**src/sv/bpsd_fifo.sv**
```systemverilog
`timescale 1ns / 1ps
// ----------------------------------------------------------------------------
// small queue
// register based first-in first-out buffer with fill count
// ----------------------------------------------------------------------------
module bpsd_fifo #(
    parameter int WIDTH = 8,
    parameter int DEPTH = 4
) (
    input  logic                       i_clk,
    input  logic                       i_rst_n,
    input  logic                       i_push,
    input  logic [WIDTH-1:0]           i_data,
    input  logic                       i_pop,
    output logic [WIDTH-1:0]           o_data,
    output logic [$clog2(DEPTH+1)-1:0] o_count,
    output logic                       o_full,
    output logic                       o_empty
);

    localparam int AW = (DEPTH > 1) ? $clog2(DEPTH) : 1;
    localparam int CW = $clog2(DEPTH + 1);

    logic [WIDTH-1:0] r_mem [DEPTH];
    logic [AW-1:0]    r_wr, n_wr;
    logic [AW-1:0]    r_rd, n_rd;
    logic [CW-1:0]    r_count, n_count;
    logic             do_push, do_pop;

    assign do_push = i_push && !o_full;
    assign do_pop  = i_pop && !o_empty;

    always_comb begin
        n_wr    = r_wr;
        n_rd    = r_rd;
        n_count = r_count;
        if (do_push) begin
            n_wr = (r_wr == AW'(DEPTH - 1)) ? '0 : r_wr + AW'(1);
        end
        if (do_pop) begin
            n_rd = (r_rd == AW'(DEPTH - 1)) ? '0 : r_rd + AW'(1);
        end
        if (do_push && !do_pop) begin
            n_count = r_count + CW'(1);
        end else if (do_pop && !do_push) begin
            n_count = r_count - CW'(1);
        end
    end

    always_ff @(posedge i_clk) begin
        if (!i_rst_n) begin
            r_wr    <= '0;
            r_rd    <= '0;
            r_count <= '0;
        end else begin
            r_wr    <= n_wr;
            r_rd    <= n_rd;
            r_count <= n_count;
        end
    end

    always_ff @(posedge i_clk) begin
        if (do_push) begin
            r_mem[r_wr] <= i_data;
        end
    end

    assign o_data  = r_mem[r_rd];
    assign o_count = r_count;
    assign o_full  = (r_count == CW'(DEPTH));
    assign o_empty = (r_count == '0);

endmodule

```
**config.mk**
```make
export PLATFORM = sky130hd
export DESIGN_NAME = bpsd_fifo
export DESIGN_NICKNAME = d
export VERILOG_FILES = /design/src/sv/bpsd_fifo.sv
export SDC_FILE = /design/constraint.sdc
export NUM_CORES = 1
export LEC_CHECK = 0
export BUFFER_PORTS_ARGS = -buffer_cell sky130_fd_sc_hd__buf_2
export CORE_MARGIN = 8
export CORE_UTILIZATION = 45
export CTS_CLUSTER_DIAMETER = 120
export DETAILED_ROUTE_END_ITERATION = 8
export PLACE_DENSITY = 0.66
export RECOVER_POWER = 100
export SETUP_SLACK_MARGIN = 0.1
export SKIP_LAST_GASP = 1
export SLEW_MARGIN = 25
export SYNTH_ARGS = -nofsm -noshare
export SYNTH_HDL_FRONTEND = slang
export SYNTH_SLANG_ARGS = --single-unit
```
**constraint.sdc**
```tcl
create_clock -name i_clk -period 5.6 [get_ports i_clk]
set_clock_uncertainty 0.1 [all_clocks]
set_input_delay 0.28 -clock i_clk [delete_from_list [all_inputs] [get_ports i_clk]]
set_output_delay 0.28 -clock i_clk [all_outputs]
set_load 0.05 [all_outputs]
```
## After elaboration in Yosys (flattened, before gate mapping)

Memory sizes are Yosys's and may differ from the RTL's. A register that Yosys moved wholly into a read port is not among the register bits.
Cells that the tools add are included.

- Add/sub/neg operators: 4
- Multipliers: 0
- Divide/modulo/power cells: 0
- Magnitude comparators: 0
- Equal/unequal tests: 3
- Shifts and indexed selects: 0
- Multiplexer cells: 8
- Bitwise operators: 0
- Reduce and logical (&&, ||, !) cells: 10

Operators by type and width:

| operator | number |
|---|---|
| $mux W2 | 4 |
| $mux W3 | 2 |
| $add A2 B1 Y2 const B | 2 |
| $eq A2 B2 Y1 const B | 2 |
| $logic_and A1 B1 Y1 | 4 |
| $logic_not A1 Y1 | 4 |
| $add A3 B1 Y3 const B | 1 |
| $eq A3 B3 Y1 const B | 1 |
| $logic_not A3 Y1 | 1 |
| $sub A3 B1 Y3 const B | 1 |
| $mux W1 | 2 |
| $reduce_bool A2 Y1 | 1 |

- Bits in registers: 7
- Bits in latches: 0
- Memory bits (writable): 32
- ROM bits: 0
- Bits of input ports: 12
- Output and inout bits: 13
- Logic and storage cells: 29
- Memories: 1

Memories:

| memory | words | bits a word | read ports | clocked after Yosys merged registers in | wr ports | RTL line | source |
|---|---|---|---|---|---|---|---|
| r_mem | 4 | 8 | 1 | 1 | 1 | 24 | `logic [WIDTH-1:0] r_mem [DEPTH];` |

## Longest topological paths before layout

Gate-level depths: netlist of run 1.

- Depth after elaboration: 7
- Gate-level depth with buffers: 9
- Gate-level depth less buffers: 8

## Worst setup path before layout of run 1

OpenSTA, ideal clock, no wires.

- Kind: register to register
- Start: reg r_count[2], in the netlist o_count[2]
- End: reg r_count[2], in the netlist o_count[2]
- Setup time: 76 ps
- Arrival time: 2660 ps
- Required time: 5424 ps
- Path slack: 2765 ps
- Cell stages (with the launch flop): 10
- Path buffers: 1
- Clock period less this slack: 2835 ps
- Path through: dfxtp_1 -> nor3b_2 -> nor2b_1 -> buf_2 -> ha_1 -> inv_1 -> fa_1 -> xor2_1 -> or3_1 -> a21boi_0

- Word-level cells in the longest chain between the ends: 6
- Elaborated cells on any way between the ends: 15
- Those cells by class: 2 x add/sub; 1 x eq/ne; 2 x mux; 10 x reduce/logical

RTL lines:

| what | RTL line | source |
|---|---|---|
| start, declared | 27 | `logic [CW-1:0] r_count, n_count;` |
| start signal, assigned | 58 | `r_count <= n_count;` |
| $eq A3 B3 Y1 (*) | 70 | `assign o_full = (r_count == CW'(DEPTH));` |
| via o_full | 17 | `output logic o_full,` |
| $logic_not A1 Y1 (*) | 30 | `assign do_push = i_push && !o_full;` |
| $logic_and A1 B1 Y1 (*) | 30 |  |
| via do_push | 28 | `logic do_push, do_pop;` |
| $logic_not A1 Y1 | 45 | `end else if (do_pop && !do_push) begin` |
| $logic_and A1 B1 Y1 | 45 |  |
| $reduce_bool A2 Y1 (no line) | - |  |

The timed path passes the listed nets; every way through them passes the cells marked *. The select of a mux whose other input is x is not followed.
A chain may end at the register's enable or synchronous reset.

## Worst setup path after layout of run 1

- Start: reg r_count[0], in the netlist o_count[0]
- End: reg r_count[2], in the netlist o_count[2]

- Word-level cells in the longest chain between the ends: 6
- Elaborated cells on any way between the ends: 15
- Those cells by class: 2 x add/sub; 1 x eq/ne; 2 x mux; 10 x reduce/logical

RTL lines:

| what |
|---|
| branches (longest 6 deep; another with $sub A3 B1 Y3) |

Parallel ways; which one is timed is not known. The select of a mux whose other input is x is not followed.

==> summary.md, run 1 <==
| Metric | Value |
|---|---|
| Critical path, cell by cell | o31ai_1, ha_1, inv_1, fa_1, xor2_1, or3_1, a21boi_0 |
| Max VDD drop | 0.000286 V |
| Final core utilization | approximately half |
| Leading area contributor after synthesis | edfxtp_1 |
| Die W | 76.2 microns |
| Mean Syn Cell Area | roughly 18 sq um |
| Hold_sp | i_data[3] |
| Post-synthesis instance area | between 1500 and 2000 sq um |
| Power, Total | 0.866 mW |
| Ys flop type | edfxtp_1 |
| Num CTS Buffers | 5 |
| Max-slew violations | 0 |
| # port buffers | 24 |
| Total core area | between 3000 and 4000 sq um |
| Total GRT Usage | about a tenth |
| Remaining DRCs | 0 |
| Nets | 139 |
| Slew headroom | between 50% and 60% |
| Area grow syn2layout | 11.2% |
| EDFF count, synth | 32 |
| CTS sink cnt | between 40 and 50 |
| Top post-synthesis cells by area | edfxtp_1 (59%), dfxtp_1 (11%), mux4_2 (11%), ha_1 (4.6%), and2_1 (1.9%) |
| Drt wl/cell | around 15 microns |
| DP Wirelength | between 1500 and 2000 microns |
| Max-cap viol count | 0 |
| Resize count post-CTS | 0 |
| Cell variety after synth | 23 |
| Most frequent cell after synthesis | edfxtp_1 |
| Tcrit/Tclk final | 44.5% |
| First-pass GRT wire length | roughly 4200 microns |
| Router iterations before antenna repair | 4 |
| H-tree depth | 2 |
| Placed instance count | around 160 |
| WP data arrival | roughly 2.7 ns |
| Initial detailed-routing violation count | 40 |
| Syn Inst Count | 93 |
| Synthesized net count | roughly 110 |
| Cell Pwr Density | 478 nW/um^2 |
| Hold_buf cts | 0 |
| Max incr delay on CP | roughly 0.55 ns |
| Setup_tns | 0 ns |
| Cell leakage power | a little over 0.6 nW |
| Clock root buffer | clkbuf_4 |
| #FFs+latches synth | 41 |
| Top cell type's share of synthesized area | 58.9% |
| Post-layout min period | between 2 and 2.5 ns |
| Gpl congestion | approximately 0.67 |
| DRT Wirelength | ~2600 microns |
| DRT antenna net count | 0 |
| WS Path Type | register to register |
| Hold Vio Cnt, Final | 0 |
| Critical Path Start | o_count[0] |
| Reg-to-Reg Start | o_count[0] |
| Most frequent cells after synthesis | edfxtp_1 (32), dfxtp_1 (9), mux4_2 (8), ha_1 (6), nand2_1 (6) |
| Actual slew at the worst max-slew pin | around 0.67 ns |
| Initial Util | 45.6% |
| Cell Count, Final, Fillers Out | between 150 and 200 |
| Clk Latency, worst-skew pair | between 0.3 and 0.4 ns |
| Top Ports | 25 |
| FMAX | 401 MHz |
| WP data required | about 5.8 ns |
| Row cnt | 22 |
| ANT cells | 0 |
| Setup Buffers After CTS | 0 |
| Seq/Total Area, Yosys | about 70% |
| Largest net degree at the start of global routing | 13 |
| Die Ht | 76.2 microns |
| Vias in the first global route | approximately 880 |
| Ys Warns | 0 |
| Initial antenna violation count | 0 |
| Startpoint types | register |
| Slowest CP cell | o31ai_1 |
| Grt total ovfl | 0 |
| Crit end category | register |
| Via density per instance | between 4 and 5 |
| Fill cell count | 330 |
| Die area | roughly 5800 sq um |
| Via total after detailed routing | 840 |
| CP max FO | 6 |
| CTS clk-pin slew, worst paths | around 0.11 ns |
| RSZ-0062 raised after global routing | no |
| Asr flop ratio synth | 0% |
| Deepest clock path buffer count | 2 |
| Final setup vio count | 0 |
| Share of cells above drive strength 1 | approximately 15% |
| HP Class | primary input to register |
| Status | finished clean |
| CTS tree | yes |
## worst max-delay path, delay by kind of cell (launching register included)
| family | cells | cell delay, ns |
|---|---|---|
| AO/OA/AOI/OAI | 2 | 0.73 |
| XOR/XNOR | 1 | 0.16 |
| adder cells (fa/ha/maj) | 2 | 0.67 |
| buffers and inverters | 1 | 0.06 |
| flip-flops | 1 | 0.40 |
| AND/OR/NAND/NOR | 1 | 0.31 |
## through the flow
step | instance area [sq um] | hold slack (ns) | worst slack [ns]
final | 1810 | 0.0858 | 3.11
after global placement | 1790 | 0.389 | 3.28
after detailed placement | 1790 | 0.395 | 3.10
after global routing | 1810 | 0.0844 | 2.89
after CTS | 1840 | 0.0294 | 3.09
after floorplan | 1630 | 0.279 | 2.76
## layout by cell type, fill, tap and decap left out, drive strengths merged
master  synthesis  final
edfxtp         32     32
clkbuf          1     27
dfxtp           9      9
mux4            8      8
nand2           6      6
ha              6      6
and2            5      5
inv             3      3
mux2i           3      3
o21ai           3      3
buf             3      3
nor2b           2      2
nor2            2      2
nand3           2      2
clkinv          0      2
nor3b           1      1
nor3            1      1
o31ai           1      1
xnor2           1      1
xor2            1      1
or3             1      1
a21boi          1      1
fa              1      1
## area by class of cell
cell class,instances,area (sq um),area share (%)
sequential,41,1140,62.9
multi-input combinational,45,455,25.1
timing repair buffer,24,93.8,5.18
tap,48,60.1,3.31
clock buffer,6,41.3,2.28
inverter,3,11.3,0.621
clock inverter,2,10.0,0.552
## final timing paths
kind                            cells past startpoint  slack [ns]          end
worst max-delay path                                7        3.11   o_count[2]
worst min-delay path                                1        0.09  r_mem[0][3]
worst max register to register                      7        3.11   o_count[2]
worst min register to register                      2        0.42      r_wr[1]
## flip-flops by register name, summed over array words and instances (netlist names), named ones only
name / count
o_count: 3
r_rd: 2
r_wr: 2
r_mem: 32
## routing by layer
layer	track usage (%)	part of all wire, %
met1	9.99	42
met2	14.8	50
met4	4.62	2.0
met3	4.95	6.0
met5	0	0
## kinds of logic after synthesis
| kind of cell | count (synthesis) | share of synthesized area (%) |
|---|---|---|
| compound gates | 5 | 1.84 |
| xor+xnor | 2 | 1.07 |
| fa+ha+maj | 7 | 5.83 |
| buf+inv | 7 | 1.76 |
| flops | 41 | 70.0 |
| mux | 11 | 12.9 |
| simple gates | 20 | 6.60 |
## power breakdown
part	leakage (nW)	total [mW]	internal [mW]	switching, mW
clock network	0.0320	0.136	0.0479	0.0883
registers	0.367	0.416	0.374	0.0415
logic	0.210	0.314	0.0945	0.219
No activity file was read; power rests on OpenSTA's default activity.
==> run 2, diff against run 1 <==
Clock period 5.6 ns to 2.4 ns, I/O delays scaled along.
==> summary.md, run 2 (synthesized netlist as in run 1, its figures left out) <==
| Metric | Value |
|---|---|
| Share of cells above drive strength 1 | 22.7% (+7.9 points) |
| Crit end category | register |
| Max FFs per register | 32 (unchanged) |
| Initial detailed-routing violation count | 34 (-15%) |
| Via total after detailed routing | 868 (+3.3%) |
| Vias in the first global route | 951 (+8.6%) |
| Placed instance count | 163 (+1.2%) |
| CTS tree | yes |
| Num CTS Buffers | 5 (unchanged) |
| Slew headroom | 58.3% (+2.7 points) |
| Setup_tns | 0 ns (unchanged) |
| Actual slew at the worst max-slew pin | 0.628 ns (-0.0374 ns) |
| WP data required | 2.58 ns (-3.18 ns) |
| Met2 wire len | 1340 microns (+5.4%) |
| Max-cap viol count | 0 (unchanged) |
| Area grow syn2layout | 22.1% |
| Via density per instance | 4.82 (-3.0%) |
| Critical Path Start | o_count[1] |
| H-tree depth | 2 (unchanged) |
| Cell leakage power | 0.697 nW (+14%) |
| Hold Vio Cnt, Final | 0 (unchanged) |
| Remaining DRCs | 0 (unchanged) |
| Nets | 150 (+7.9%) |
| CTS clk-pin slew, worst paths | 0.11 ns (about the same) |
| Largest net degree at the start of global routing | 14 (+1) |
| DRT Wirelength | 2690 microns (+5.4%) |
| Cell Count, Final, Fillers Out | 180 (+6.5%) |
| Commonest non-fill, non-tap cell in the layout | edfxtp_1 |
| WL met1 | 1150 microns (+6.3%) |
| Total core area | 3580 sq um (unchanged) |
| Max VDD drop | 0.000587 V (+110%) |
| Die Ht | 76.2 microns (unchanged) |
| Initial antenna violation count | 0 (unchanged) |
| Tcrit/Tclk final | 91.7% (+47 points) |
| Grt total ovfl | 0 (unchanged) |
| Top Metal Used | met4 |
| Startpoint types | register |
| WS Path Type | register to register |
| Clock root buffer | clkbuf_4 |
| Hold_sp | i_pop |
| CP max FO | 6 (unchanged) |
| FMAX | 454 MHz (+13%) |
| Die area | 5800 sq um (unchanged) |
| Status | finished clean |
| DRT antenna net count | 0 (unchanged) |
| DP Wirelength | 1880 microns (+5.2%) |
| HP Class | primary input to register |
| Final setup vio count | 0 (unchanged) |
| Drt wl/cell | 14.9 microns (-1.1%) |
| Clk Latency, worst-skew pair | 0.34 ns (about the same) |
| Deepest clock path buffer count | 2 (unchanged) |
| Gpl congestion | 0.665 (-0.61%) |
| Max-slew violations | 0 (unchanged) |
| Top reg by flops | r_mem |
| CTS sink cnt | 41 (unchanged) |
| # port buffers | 24 (unchanged) |
| Row cnt | 22 (unchanged) |
| Router iterations before antenna repair | 4 (unchanged) |
| Initial Util | 45.6% (unchanged) |
| Top Ports | 25 (unchanged) |
| Reg-to-Reg Start | o_count[1] |
| Post-layout min period | 2.20 ns (-0.291 ns) |
| Total GRT Usage | 9.57% (+0.21 points) |
| ANT cells | 0 (unchanged) |
| Most frequent cells in the layout | edfxtp_1 (32), clkbuf_1 (15), dlygate4sd3_1 (9) |
| Die W | 76.2 microns (unchanged) |
| WP data arrival | 2.38 ns (-0.28 ns) |
| RSZ-0062 raised after global routing | no |
| First-pass GRT wire length | 4340 microns (+4.3%) |
| Cell Pwr Density | 1160 nW/um^2 (+140%) |
| Met3 WL | 161 microns (+5.2%) |
run 2: changes by cell type in the layout (fill, tap and decap cells not counted), sizes merged:
cell	before	now
clkbuf	27	28
bufinv	0	2
clkinv	2	1
dlygate4sd3	0	9
run 2: layout make-up:
| type | count | area [sq um] |
|---|---|---|
| repair buffers | 35 | 201 |
| well taps | 48 | 60.1 |
| fillers | 300 | 1590 |
| multi-input cells | 45 | 470 |
| flip-flops and latches | 41 | 1140 |
| inverters | 3 | 11.3 |
| clock inverters | 3 | 65.1 |
| clock buffers | 5 | 37.5 |
run 2: metal layers:
metal | up-vias | track usage [%]
met3 | 6 | 4.60
met2 | 19 | 16.2
met5 | - | 0
li1 | 424 | -
met4 | 0 | 4.23
met1 | 419 | 9.81
run 2: where the power goes:
| part | leakage, nW | internal (mW) | switching (mW) |
|---|---|---|---|
| clock | 0.0552 | 0.323 | 0.215 |
| combinational | 0.274 | 0.267 | 0.526 |
| sequential | 0.368 | 0.877 | 0.0974 |
run 2: metrics by stage:
stage | util (%) | total power [mW] | worst slack [ns] | instance area [sq um] | hold slack, ns
after floorplan | - | 1.63 | 0.116 | 1670 | 0.119
after detailed placement | 51.4 | 1.82 | 0.256 | 1840 | 0.239
after global placement | 51.4 | 1.79 | 0.327 | 1840 | 0.232
final | 55.6 | 2.31 | 0.200 | 1990 | 0.251
after CTS | 56.8 | 2.37 | 0.214 | 2030 | 0.178
after global routing | 55.6 | 2.41 | 0.0681 | 1990 | 0.258
run 2: worst max-delay path, cell delays in order (launching register included):
cell      delay [ns]
dfxtp_1         0.39
o31ai_1         0.45
ha_4            0.21
inv_1           0.06
fa_2            0.35
xor2_1          0.15
or3_1           0.31
a21boi_1        0.12
run 2: final timing paths:
check               end  slack [ns]  cells after the start
max          o_count[2]        0.20                      7
min          o_count[1]        0.25                      5
max reg2reg  o_count[2]        0.20                      7
min reg2reg     r_wr[1]        0.41                      2
run 2: what timing repair did:
| item | 4_1_cts | 5_1_grt |
|---|---|---|
| buffers inserted | 0 | 0 |
| hold buffers | 9 | 0 |
| setup endpoints to repair | 0 | 0 |
| endpoints found under the hold margin | 34 | 0 |
| gates resized for setup | 0 | 0 |
