## src/sv/bpsd_pkg.sv

```systemverilog
`timescale 1ns / 1ps
// ----------------------------------------------------------------------------
// bitmap pixel decoder package
// shared constants, codes, types and channel helpers
// ----------------------------------------------------------------------------
package bpsd_pkg;

    localparam int DEF_MAX_WIDTH   = 4096;
    localparam int DEF_MAX_HEIGHT  = 4096;
    localparam int PALETTE_ENTRIES = 256;
    localparam int PAL_AW          = 8;
    localparam int COLOR_W         = 24;
    localparam int DIM_W           = 13;
    localparam int MASK_W          = 32;
    localparam int CFG_IDX_W       = 3;
    localparam int CFG_DATA_W      = 32;
    localparam int QUEUE_DEPTH     = 4;
    localparam int QCNT_W          = $clog2(QUEUE_DEPTH + 1);

    localparam logic [1:0] FMT_PAL8   = 2'd0;
    localparam logic [1:0] FMT_MASK16 = 2'd1;
    localparam logic [1:0] FMT_RGB24  = 2'd2;
    localparam logic [1:0] FMT_MASK32 = 2'd3;

    localparam logic [CFG_IDX_W-1:0] CFG_FORMAT     = 3'd0;
    localparam logic [CFG_IDX_W-1:0] CFG_WIDTH      = 3'd1;
    localparam logic [CFG_IDX_W-1:0] CFG_HEIGHT     = 3'd2;
    localparam logic [CFG_IDX_W-1:0] CFG_RED_MASK   = 3'd3;
    localparam logic [CFG_IDX_W-1:0] CFG_GREEN_MASK = 3'd4;
    localparam logic [CFG_IDX_W-1:0] CFG_BLUE_MASK  = 3'd5;

    localparam logic ACT_PIXEL   = 1'b0;
    localparam logic ACT_PALETTE = 1'b1;

    localparam logic [MASK_W-1:0] DEF16_R = 32'h0000_7C00;
    localparam logic [MASK_W-1:0] DEF16_G = 32'h0000_03E0;
    localparam logic [MASK_W-1:0] DEF16_B = 32'h0000_001F;
    localparam logic [MASK_W-1:0] DEF32_R = 32'h00FF_0000;
    localparam logic [MASK_W-1:0] DEF32_G = 32'h0000_FF00;
    localparam logic [MASK_W-1:0] DEF32_B = 32'h0000_00FF;

    typedef struct packed {
        logic [1:0]        fmt;
        logic [DIM_W-1:0]  width;
        logic [DIM_W-1:0]  height;
        logic [MASK_W-1:0] red_mask;
        logic [MASK_W-1:0] green_mask;
        logic [MASK_W-1:0] blue_mask;
    } t_cfg;

    typedef struct packed {
        logic        kind;
        logic [1:0]  fmt;
        logic        row_end;
        logic        image_end;
        logic [31:0] data;
    } t_cmd;

    typedef struct packed {
        logic [7:0] red;
        logic [7:0] green;
        logic [7:0] blue;
        logic       row_end;
        logic       image_end;
    } t_pix;

    function automatic logic [4:0] trailing_zeros(input logic [MASK_W-1:0] mask);
        logic [4:0] tz;
        tz = 5'd31;
        for (int i = MASK_W - 1; i >= 0; i--) begin
            if (mask[i]) begin
                tz = 5'(i);
            end
        end
        return tz;
    endfunction

    function automatic logic [7:0] mask_channel(input logic [31:0] word,
                                                input logic [MASK_W-1:0] mask,
                                                input logic [4:0] sh);
        logic [31:0] v;
        v = (word & mask) >> sh;
        return v[7:0];
    endfunction

endpackage

```

## src/sv/bpsd_front.sv

```systemverilog
`timescale 1ns / 1ps
// ----------------------------------------------------------------------------
// bitmap decoder front end
// takes items, gathers pixel bytes, skips row pad and tracks row and column
// ----------------------------------------------------------------------------
module bpsd_front #(
    parameter int MAX_WIDTH  = bpsd_pkg::DEF_MAX_WIDTH,
    parameter int MAX_HEIGHT = bpsd_pkg::DEF_MAX_HEIGHT
) (
    input  logic                               i_clk,
    input  logic                               i_rst_n,
    input  bpsd_pkg::t_cfg                     i_cfg,
    input  logic                               i_accept,
    input  logic                               i_action,
    input  logic [7:0]                         i_data_byte,
    input  logic [bpsd_pkg::PAL_AW-1:0]        i_entry_index,
    input  logic [bpsd_pkg::COLOR_W-1:0]       i_entry_color,
    output logic                               o_cmd_push,
    output bpsd_pkg::t_cmd                     o_cmd
);
    import bpsd_pkg::*;

    localparam int COL_W = $clog2(MAX_WIDTH + 1);
    localparam int ROW_W = $clog2(MAX_HEIGHT + 1);

    logic [23:0]      r_gather, n_gather;
    logic [1:0]       r_pos, n_pos;
    logic [COL_W-1:0] r_col, n_col;
    logic [ROW_W-1:0] r_row, n_row;
    logic [1:0]       r_pad, n_pad;

    logic [31:0] w_raw, w_clamp, h_raw, h_clamp;
    logic        col_last, row_last;
    logic [1:0]  bpp_lo, pad_calc;
    logic [31:0] word;

    always_comb begin
        w_raw = 32'(i_cfg.width);
        h_raw = 32'(i_cfg.height);
        if (w_raw == 32'd0) begin
            w_clamp = 32'd1;
        end else if (w_raw > 32'(MAX_WIDTH)) begin
            w_clamp = 32'(MAX_WIDTH);
        end else begin
            w_clamp = w_raw;
        end
        if (h_raw == 32'd0) begin
            h_clamp = 32'd1;
        end else if (h_raw > 32'(MAX_HEIGHT)) begin
            h_clamp = 32'(MAX_HEIGHT);
        end else begin
            h_clamp = h_raw;
        end
        col_last = (32'(r_col) + 32'd1) >= w_clamp;
        row_last = (32'(r_row) + 32'd1) >= h_clamp;
        bpp_lo   = i_cfg.fmt + 2'd1;
        pad_calc = 2'd0 - (w_clamp[1:0] * bpp_lo);
        word     = {8'd0, r_gather} | ({24'd0, i_data_byte} << {i_cfg.fmt, 3'b000});
    end

    always_comb begin
        n_gather        = r_gather;
        n_pos           = r_pos;
        n_col           = r_col;
        n_row           = r_row;
        n_pad           = r_pad;
        o_cmd_push      = 1'b0;
        o_cmd.kind      = i_action;
        o_cmd.fmt       = i_cfg.fmt;
        o_cmd.row_end   = 1'b0;
        o_cmd.image_end = 1'b0;
        o_cmd.data      = (i_action == ACT_PALETTE) ? {i_entry_index, i_entry_color} : word;
        if (i_accept) begin
            if (i_action == ACT_PALETTE) begin
                o_cmd_push = 1'b1;
            end else if (r_pad != 2'd0) begin
                n_pad = r_pad - 2'd1;
            end else if (r_pos < i_cfg.fmt) begin
                n_gather = r_gather | 24'({16'd0, i_data_byte} << {r_pos, 3'b000});
                n_pos    = r_pos + 2'd1;
            end else begin
                o_cmd_push = 1'b1;
                n_gather   = '0;
                n_pos      = '0;
                if (col_last) begin
                    o_cmd.row_end = 1'b1;
                    n_col         = '0;
                    n_pad         = pad_calc;
                    if (row_last) begin
                        o_cmd.image_end = 1'b1;
                        n_row           = '0;
                    end else begin
                        n_row = r_row + ROW_W'(1);
                    end
                end else begin
                    n_col = r_col + COL_W'(1);
                end
            end
        end
    end

    always_ff @(posedge i_clk) begin
        if (!i_rst_n) begin
            r_gather <= '0;
            r_pos    <= '0;
            r_col    <= '0;
            r_row    <= '0;
            r_pad    <= '0;
        end else begin
            r_gather <= n_gather;
            r_pos    <= n_pos;
            r_col    <= n_col;
            r_row    <= n_row;
            r_pad    <= n_pad;
        end
    end

endmodule

```

## config.mk

```make
export PLATFORM = sky130hd
export DESIGN_NAME = bpsd_front
export DESIGN_NICKNAME = d
export VERILOG_FILES = /design/src/sv/bpsd_pkg.sv /design/src/sv/bpsd_front.sv
export SDC_FILE = /design/constraint.sdc
export NUM_CORES = 1
export LEC_CHECK = 0
export BUFFER_PORTS_ARGS = -buffer_cell sky130_fd_sc_hd__clkbuf_2
export CAP_MARGIN = 20
export CORE_ASPECT_RATIO = 0.5
export CORE_MARGIN = 2
export CORE_UTILIZATION = 49
export DETAILED_ROUTE_END_ITERATION = 10
export GPL_ROUTABILITY_DRIVEN = 0
export PLACE_DENSITY = 0.87
export SLEW_MARGIN = 5
export SYNTH_ARGS = -nofsm -noshare
export SYNTH_HDL_FRONTEND = slang
export SYNTH_SLANG_ARGS = --single-unit
```

## constraint.sdc

```tcl
create_clock -name i_clk -period 7 [get_ports i_clk]
set_input_delay 1.4 -clock i_clk [delete_from_list [all_inputs] [get_ports i_clk]]
set_output_delay 1.4 -clock i_clk [all_outputs]
set_load 0.01 [all_outputs]
```

[Yosys cells after proc, flatten, opt, wreduce, memory -nomap -nowiden]
Cells that the tools add are included.
Storage, ports and cells
  flip-flop bits (word level): 54
  bits of input ports: 168
  output and inout port bits: 38
  word-level logic and storage cells: 57
Operators by class
  $add $sub $neg: 8
  $mul: 1
  order comparisons: 5
  equality and inequality tests: 1
  shift-type cells: 2
  muxes and demuxes: 22
  bitwise operators: 5
  reduce and logical (&&, ||, !) cells: 8
Operator list (number)
  2-to-1 mux 13 bit: 5
  >= comparator 14 x 32 -> 1 bit: 2
  2-to-1 mux 32 bit: 2
  OR 24 x 32 -> 32 bit: 1
  left shift 8 x 5 -> 32 bit: 1
  adder 13 x 1 -> 14 bit (second input constant): 2
  adder 13 x 1 -> 13 bit (second input constant): 2
  greater-than comparator 13 bit (second input constant): 2
  logical NOT 13 bit: 2
  2-to-1 mux 24 bit: 1
  OR 24 bit: 1
  left shift 8 x 5 -> 24 bit: 1
  2-to-1 mux 2 bit: 9
  AND reduction 4 bit: 2
  2-to-1 mux 1 bit: 5
  AND reduction 5 bit: 1
  adder 2 x 1 -> 2 bit (second input constant): 2
  nonzero test 2 bit: 2
  NOT 1 bit: 3
  AND reduction 3 bit: 1
  < comparator 2 bit: 1
  multiplier 2 x 2 -> 2 bit: 1
  inequality test 2 bit (second input constant): 1
  subtractor 1 x 2 -> 2 bit (first input constant): 1
  subtractor 2 x 1 -> 2 bit (second input constant): 1

[Logic depth before layout (Yosys ltp)]
Gate-level depths: netlist of the first run.
  word-level depth: 10
  mapped depth: 13

[Worst setup path after synthesis of the first run]
OpenSTA, ideal clock, no wires.
  kind: input -> output
  from: input port i_cfg[113] in the netlist's numbering
  to: output port o_cmd[32] in the netlist's numbering
  arrival: 3.442 ns
  data required time: 5.600 ns
  path slack: 2.158 ns
  cell stages on the path: 10
  path buffers: 1
  cells stage by stage: nor4_1 -> a31oi_1 -> nor2_1 -> ha_1 -> nand2b_1 -> a2111o_1 -> a311oi_2 -> a21oi_4 -> buf_6 -> and2_1
RTL lines
  from (decl): line bpsd_front.sv:12  | input bpsd_pkg::t_cfg i_cfg,
  to (decl): line bpsd_front.sv:19  | output bpsd_pkg::t_cmd o_cmd

==> flow_summary_export.csv, run 1 <==
group,metric,value,unit
status,status,"finished, final reports clean",
sta,tightestPinTransition,0.975,ns
worst_setup_path,max_stage_delay,0.43,ns
global_routing,grt_use_total,0.220,
worst_setup_path,cp_top_family,"compound AO/OA/AOI/OAI gates",
finish,final_cell_mix,"clkbuf_2, nand2_1, a21oi_1, dfxtp_1, o21ai_0",
global_routing,antenna_found_initial,0,
routing,drt_pass1_iterations,5,
clocking,cts_buffer_depth,2,
clocking,clock_sinks,54,
worst_setup_path,cp_cell_sequence,"clkbuf_2 -> nor4_1 -> a31oi_1 -> nor2_1 -> ha_1 -> nand2b_1 -> a2111o_1 -> a311oi_2 -> a21oi_4 -> and2_1 -> clkbuf_2",
clocking,root_buffer,"clkbuf_16",
placed_design,io_buffers,109,
clocking,htree_levels,2,
sta,fmax,191,MHz
routing,via_count,3769,
worst_setup_path,critPathKind,"input pin to output pin",
die,die_w,127,µm
sta,tns,0,ns
clocking,hold_buffers,0,
finish,num_antenna_cells,0,
die,design.die.area,8340,µm²
routing,finalWirelength,9.12,mm
worst_setup_path,setup.worst_path.start_class,"input pin",
worst_setup_path,required,5.60,ns
yosys,synthesis.area,3720,µm²
finish,n_fill_cell,650,
global_routing,grt_start_max_net_pins,70,
pwr,vdd_ir_drop_max,0.0975,mV
routing,avgRoutedWirePerCell,13.4,µm
sta,fin_skew,0.00562,ns
yosys,ys_warn_count,0,
global_routing,grt_pass1_wl,15.2,mm
worst_setup_path,cpMostUsedCell,"clkbuf_2",
sta,hold_viol_final,0,
sta,setup_slack,1.76,ns
worst_setup_path,end_kind,"output pin",
die,die_h,65.6,µm
job,drv_cap,0,
worst_setup_path,critical_path_buf_inv_count,2,
yosys,synthArstFlopShare,0,
yosys,ys.flop_type,"dfxtp_1",
routing,vias_per_cell,5.53,
clocking,path_clk_slew,0.07,ns
clocking,cts_buffers,5,
worst_hold_path,hold_path_class,"flop to flop",
routing,drcViolationCount,0,
routing,drtIter0Drc,292,
pwr,p_leak,2.08,nW
sta,setup_viol,0,
die,initial_core_util,0.506,
yosys,synth_seq_cells,54,
clocking,cts-resized-gates,0,
finish,areaGrowthSynthToFinish,19.2,%
worst_setup_path,cp_data_arrival_time,3.84,ns
yosys,synth_fp_nets,691,
sta,period_share,0.749,
sta,slew_headroom,0.348,
die,coreArea,7350,µm²
finish,drive_above_1_share,0.219,
sta,fin_crit,5.24,ns
global_routing,grt_overflow,0,
routing,ant_nets,0,
clocking,postCtsSetupRepairBufs,0,
placed_design,pre_cts_slack,1.68,ns
global_routing,grt_pass1_vias,3463,
sta,rsz0062_at_grt,"false",
finish,final_common_cell,"clkbuf_2",
yosys,ys_seq_area_frac,0.291,
worst_setup_path,critPathMaxFanout,16,
die,num_io_pins,206,
yosys,synth_cells,494,
yosys,avgSynthCellArea,7.52,µm²
finish,nNetsFinal,781,
clocking,cts_tree,"done",
die,rows,22,
placed_design,dp_hpwl,6.91,mm
clocking,clock_latency,0.29,ns
worst_setup_path,slowest_stage,"a2111o_1",
pwr,power_density,154,nW/µm²
yosys,synth_edf_count,0,
sta,drv_slew,0,
yosys,ys_types,52,
-- tightest hold or removal path: cells and delay by family, from the launching register on --
kind | cells | cell delay, ns
flops | 1 | 0.33
simple gates | 1 | 0.07
compound gates | 1 | 0.04
-- layer usage --
| metal | routed length (µm) | global-route usage | part of all wire | vias up |
|---|---|---|---|---|
| met5 | 0 | 0 | 0 | - |
| met4 | 113 | 0.0701 | 0.012 | 0 |
| met3 | 446 | 0.0293 | 0.049 | 11 |
| met2 | 4300 | 0.390 | 0.47 | 99 |
| met1 | 4260 | 0.283 | 0.47 | 1709 |
| li1 | - | - | - | 1950 |
-- cell usage after synthesis (all sizes together) (3+ instances only) --
cell type	instances	area share
a211oi	5	0.010
a21oi	55	0.077
nand3	18	0.024
ha	29	0.098
xor2	16	0.038
nand4	5	0.0084
a21boi	4	0.0081
buf	10	0.019
and3b	7	0.016
and2	5	0.0088
nor4	6	0.010
nand2	79	0.080
and3	10	0.017
nor2	43	0.043
a32o	8	0.022
dfxtp	54	0.29
nor3	7	0.014
a21o	5	0.010
nand2b	3	0.0051
a22o	7	0.016
xnor2	9	0.021
nor3b	6	0.012
o21ai	55	0.075
clkbuf	18	0.018
inv	11	0.011
-- final timing paths --
| kind | from | end | slack [ns] | depth (start not counted) |
|---|---|---|---|---|
| worst min-delay path | r_gather[14]$_SDFFE_PN0P_ | r_gather[14]$_SDFFE_PN0P_ | 0.47 | 2 |
| worst max-delay path | i_cfg[110] | o_cmd[32] | 1.76 | 11 |
| worst min register to register | r_gather[14]$_SDFFE_PN0P_ | r_gather[14]$_SDFFE_PN0P_ | 0.47 | 2 |
| worst max register to register | r_col[2]$_SDFFE_PN0P_ | r_col[7]$_SDFFE_PN0P_ | 3.38 | 12 |
-- sequential cells by signal, indices dropped and copies added (netlist names) --
name      flops
r_pad         2
r_pos         2
r_row        13
r_gather     24
r_col        13
-- report_power, final --
| part | leakage [nW] | internal [mW] | switching, mW |
|---|---|---|---|
| Clock | 0.0664 | 0.134 | 0.115 |
| Sequential | 0.436 | 0.312 | 0.00315 |
| Combinational | 1.57 | 0.0485 | 0.0699 |
-- layout make-up --
class	instances	area, µm²	area share
repair buffers	111	581	0.131
inverters	11	41.3	0.00932
clock buffers	5	125	0.0283
well taps	96	120	0.0271
flip-flops and latches	54	1080	0.244
multi-input cells	401	2460	0.555
clock inverters	3	23.8	0.00537
-- cell families after synthesis --
kind of cell | after synthesis | synth area share
xor+xnor | 25 | 0.0589
flops | 54 | 0.291
compound gates | 149 | 0.243
buf+inv | 39 | 0.0481
mux | 1 | 0.00269
simple gates | 197 | 0.258
fa+ha+maj | 29 | 0.0976
-- per-stage QoR --
stage	area, µm²	power [mW]	utilization	std cells	hold WS, ns
3_5_place_dp	4250	0.438	0.578	672	0.456
5_1_grt	4430	0.717	0.602	681	0.491
3_3_place_gp	4250	0.435	0.578	672	0.448
4_1_cts	4400	0.686	0.599	680	0.474
6_report	4430	0.683	0.602	681	0.471
2_1_floorplan	3720	0.388	-	494	0.438
(Power assumes the default switching activity.)
==> run 2: changes to the inputs <==
--- a/config.mk
+++ b/config.mk
@@ -5,14 +5,15 @@
 export SDC_FILE = /design/constraint.sdc
 export NUM_CORES = 1
 export LEC_CHECK = 0
+export ABC_AREA = 1
 export BUFFER_PORTS_ARGS = -buffer_cell sky130_fd_sc_hd__clkbuf_2
 export CAP_MARGIN = 20
 export CORE_ASPECT_RATIO = 0.5
 export CORE_MARGIN = 2
-export CORE_UTILIZATION = 49
+export CORE_UTILIZATION = 42
 export DETAILED_ROUTE_END_ITERATION = 10
 export GPL_ROUTABILITY_DRIVEN = 0
-export PLACE_DENSITY = 0.87
+export PLACE_DENSITY = 0.78
 export SLEW_MARGIN = 5
 export SYNTH_ARGS = -nofsm -noshare
 export SYNTH_HDL_FRONTEND = slang
==> constraint.sdc (replaced) <==
create_clock -name i_clk -period 4.7 [get_ports i_clk]
set_input_delay 0.94 -clock i_clk [delete_from_list [all_inputs] [get_ports i_clk]]
set_output_delay 0.94 -clock i_clk [all_outputs]
set_load 0.01 [all_outputs]
==> run 2 against run 1 <==
- largest power group unchanged
- routed wire length is 8.6% higher
- combinational power is 68% higher
- critical endpoint unchanged
- sequential share of layout area decreased by 1.8 points
- via count grew 11%
- largest cell class unchanged
- area after synthesis increased by 8.3%
- final cell count rose by 23%
- clock skew is 0.0024 ns lower
- power up 61%
==> flow_summary_export.csv, run 2 <==
group,metric,value,unit
status,status,"finished, final reports clean",
finish,nNetsFinal,916,
clocking,postCtsSetupRepairBufs,0,
yosys,ys_types,34,
finish,design_area,4770,µm²
worst_setup_path,critPathMaxFanout,14,
finish,reg.largest.list,"r_gather x24, r_col x13, r_row x13",
pwr,vdd_ir_drop_max,0.134,mV
sta,tightestPinTransition,0.564,ns
worst_setup_path,cp_data_arrival_time,3.27,ns
yosys,synthArstFlopShare,0,
clocking,clock_sinks,54,
sta,setup_viol,0,
placed_design,dp_hpwl,7.64,mm
die,rows,25,
yosys,yosys-top-cells-area,"dfxtp_1, nand2_1, nor2_1, ha_1, inv_1",
placed_design,io_buffers,109,
routing,drt_pass1_iterations,4,
worst_setup_path,cp_cell_sequence,"clkbuf_2 -> or2_2 -> nor2_1 -> nand2_1 -> nand2_1 -> nand2_1 -> ha_1 -> nand2_1 -> nor2_1 -> a21oi_1 -> nand3_1 -> nand2_1 -> a21oi_4 -> nand2_1 -> inv_1 -> clkbuf_2",
sta,tns,0,ns
pwr,total_power,1.10,mW
yosys,ys_warn_count,0,
routing,via_count,4172,
yosys,synth_seq_cells,54,
die,design.die.area,10400,µm²
finish,final_core_util,0.508,
finish,n_fill_cell,949,
worst_setup_path,critical_path_buf_inv_count,3,
clocking,hold_buffers,0,
routing,drcViolationCount,0,
job,drv_cap,0,
yosys,synthMostInstantiatedCell,"nand2_1",
finish,final_cell_mix,"nand2_1, clkbuf_2, nor2_1",
global_routing,antenna_found_initial,0,
sta,hold_viol_final,0,
global_routing,grt_pass1_vias,3683,
routing,avgRoutedWirePerCell,11.8,µm
finish,stdcell_count,841,
sta,fmax,237,MHz
yosys,synth_top_area_share,0.269,
sta,slew_headroom,0.622,
placed_design,placed_cells,833,
routing,finalWirelength,9.91,mm
clocking,cts_tree,"done",
finish,drive_above_1_share,0.208,
routing,ant_nets,0,
pwr,power_density,231,nW/µm²
sta,fin_skew,0.00320,ns
clocking,cts_buffer_depth,2,
sta,setup_slack,0.486,ns
die,die_h,73.2,µm
die,num_io_pins,206,
clocking,clock_latency,0.30,ns
die,coreArea,9380,µm²
worst_hold_path,hold_path_class,"flop to flop",
finish,multi_input_area,2500,µm²
sta,fin_crit,4.21,ns
die,die_w,142,µm
global_routing,grt_pass1_wl,16.3,mm
worst_setup_path,cp_top_family,"simple AND/OR/NAND/NOR gates",
finish,seqCellArea,1080,µm²
worst_setup_path,required,3.76,ns
yosys,synthesis.area,4030,µm²
clocking,path_clk_slew,0.07,ns
clocking,htree_levels,2,
yosys,synth_cells,625,
routing,vias_per_cell,4.96,
sta,holdWs,0.469,ns
clocking,cts-resized-gates,0,
pwr,p_leak,2.34,nW
yosys,avgSynthCellArea,6.44,µm²
routing,drtIter0Drc,253,
global_routing,grt_start_max_net_pins,35,
finish,num_antenna_cells,0,
sta,drv_slew,0,
sta,rsz0062_at_grt,"false",
yosys,synth_fp_nets,822,
clocking,cts_buffers,5,
placed_design,pre_cts_slack,0.467,ns
worst_setup_path,end_kind,"output pin",
yosys,ys_seq_area_frac,0.269,
sta,period_share,0.897,
worst_setup_path,critPathKind,"input pin to output pin",
global_routing,grt_overflow,0,
worst_setup_path,slowest_stage,"ha_1",
finish,largest_reg_flops,24,
finish,areaGrowthSynthToFinish,18.5,%
finish,regMostFlops,"r_gather",
finish,final_common_cell,"nand2_1",
worst_setup_path,setup.worst_path.start_class,"input pin",
worst_setup_path,cpMostUsedCell,"nand2_1",
worst_setup_path,max_stage_delay,0.31,ns
yosys,ys.flop_type,"dfxtp_1",
yosys,synth_edf_count,0,
yosys,yosys.area.top_type,"dfxtp_1",
global_routing,grt_use_total,0.192,
placed_design,placed_area,4600,µm²
die,initial_core_util,0.429,
clocking,root_buffer,"clkbuf_16",
yosys,synth_commonest_cells,"nand2_1, nor2_1, inv_1",
==> run 2: changes by cell type after synthesis, moves of 8 or more <==
cell	change
nand3_1	+16
o311ai_0	+8
o21ai_0	-36
inv_1	+59
a31oi_1	+14
nor2_1	+56
a21oi_1	-18
a32o_1	-8
and3_1	-10
nand2_1	+80
o31ai_1	+8
==> run 2: cell type report <==
class	count	area share
multi-input cells	468	0.525
flip-flops and latches	54	0.227
repair buffers	112	0.119
inverters	78	0.0614
well taps	121	0.0317
clock buffers	5	0.0262
clock inverters	3	0.0102
==> run 2: routing by layer <==
layer,GRT usage,routed length (µm),share of wire,vias up
li1,-,-,-,2211
met3,0.0315,700,0.071,9
met5,0,0,0,-
met4,0.0352,85,0.0086,0
met2,0.338,4340,0.44,126
met1,0.254,4780,0.48,1826
==> run 2: kinds of logic (layout without fill, tap and decap cells) <==
kind of cell	after synthesis	after routing	synth area share
simple gates	319	319	0.333
fa+ha+maj	29	29	0.0901
buf+inv	103	198	0.109
xor+xnor	21	21	0.0457
flops	54	54	0.269
compound gates	99	99	0.153
==> run 2: worst reg2reg max path, cell delays in order (launching register included) <==
cell     delay, ns
dfxtp_1       0.41
ha_1          0.20
nand2_1       0.10
nor2_2        0.12
nand2_1       0.10
nor2_1        0.15
nand3_1       0.15
nor2_1        0.15
xor2_1        0.21
inv_1         0.07
ha_1          0.31
nand2_1       0.08
nand2_1       0.06
nor2_2        0.21
nand2_2       0.22
nand2_2       0.29
xor2_1        0.17
nor2_1        0.05
==> run 2: power breakdown <==
| part | switching (mW) | total (mW) | leakage (nW) | internal, mW |
|---|---|---|---|---|
| logic | 0.122 | 0.198 | 1.82 | 0.0753 |
| clock network | 0.177 | 0.432 | 0.0819 | 0.255 |
| registers | 0.00626 | 0.470 | 0.436 | 0.464 |
| total | 0.306 | 1.10 | 2.34 | 0.795 |
==> run 2: path summary, 6_finish.rpt <==
path	from	endpoint	slack [ns]	depth (start not counted)
setup reg to reg	r_col[0]$_SDFFE_PN0P_	r_row[0]$_SDFFE_PN0P_	1.54	17
setup / recovery	i_cfg[110]	o_cmd[32]	0.49	16
hold / removal	r_gather[17]$_SDFFE_PN0P_	r_gather[17]$_SDFFE_PN0P_	0.47	2
hold reg to reg	r_gather[17]$_SDFFE_PN0P_	r_gather[17]$_SDFFE_PN0P_	0.47	2
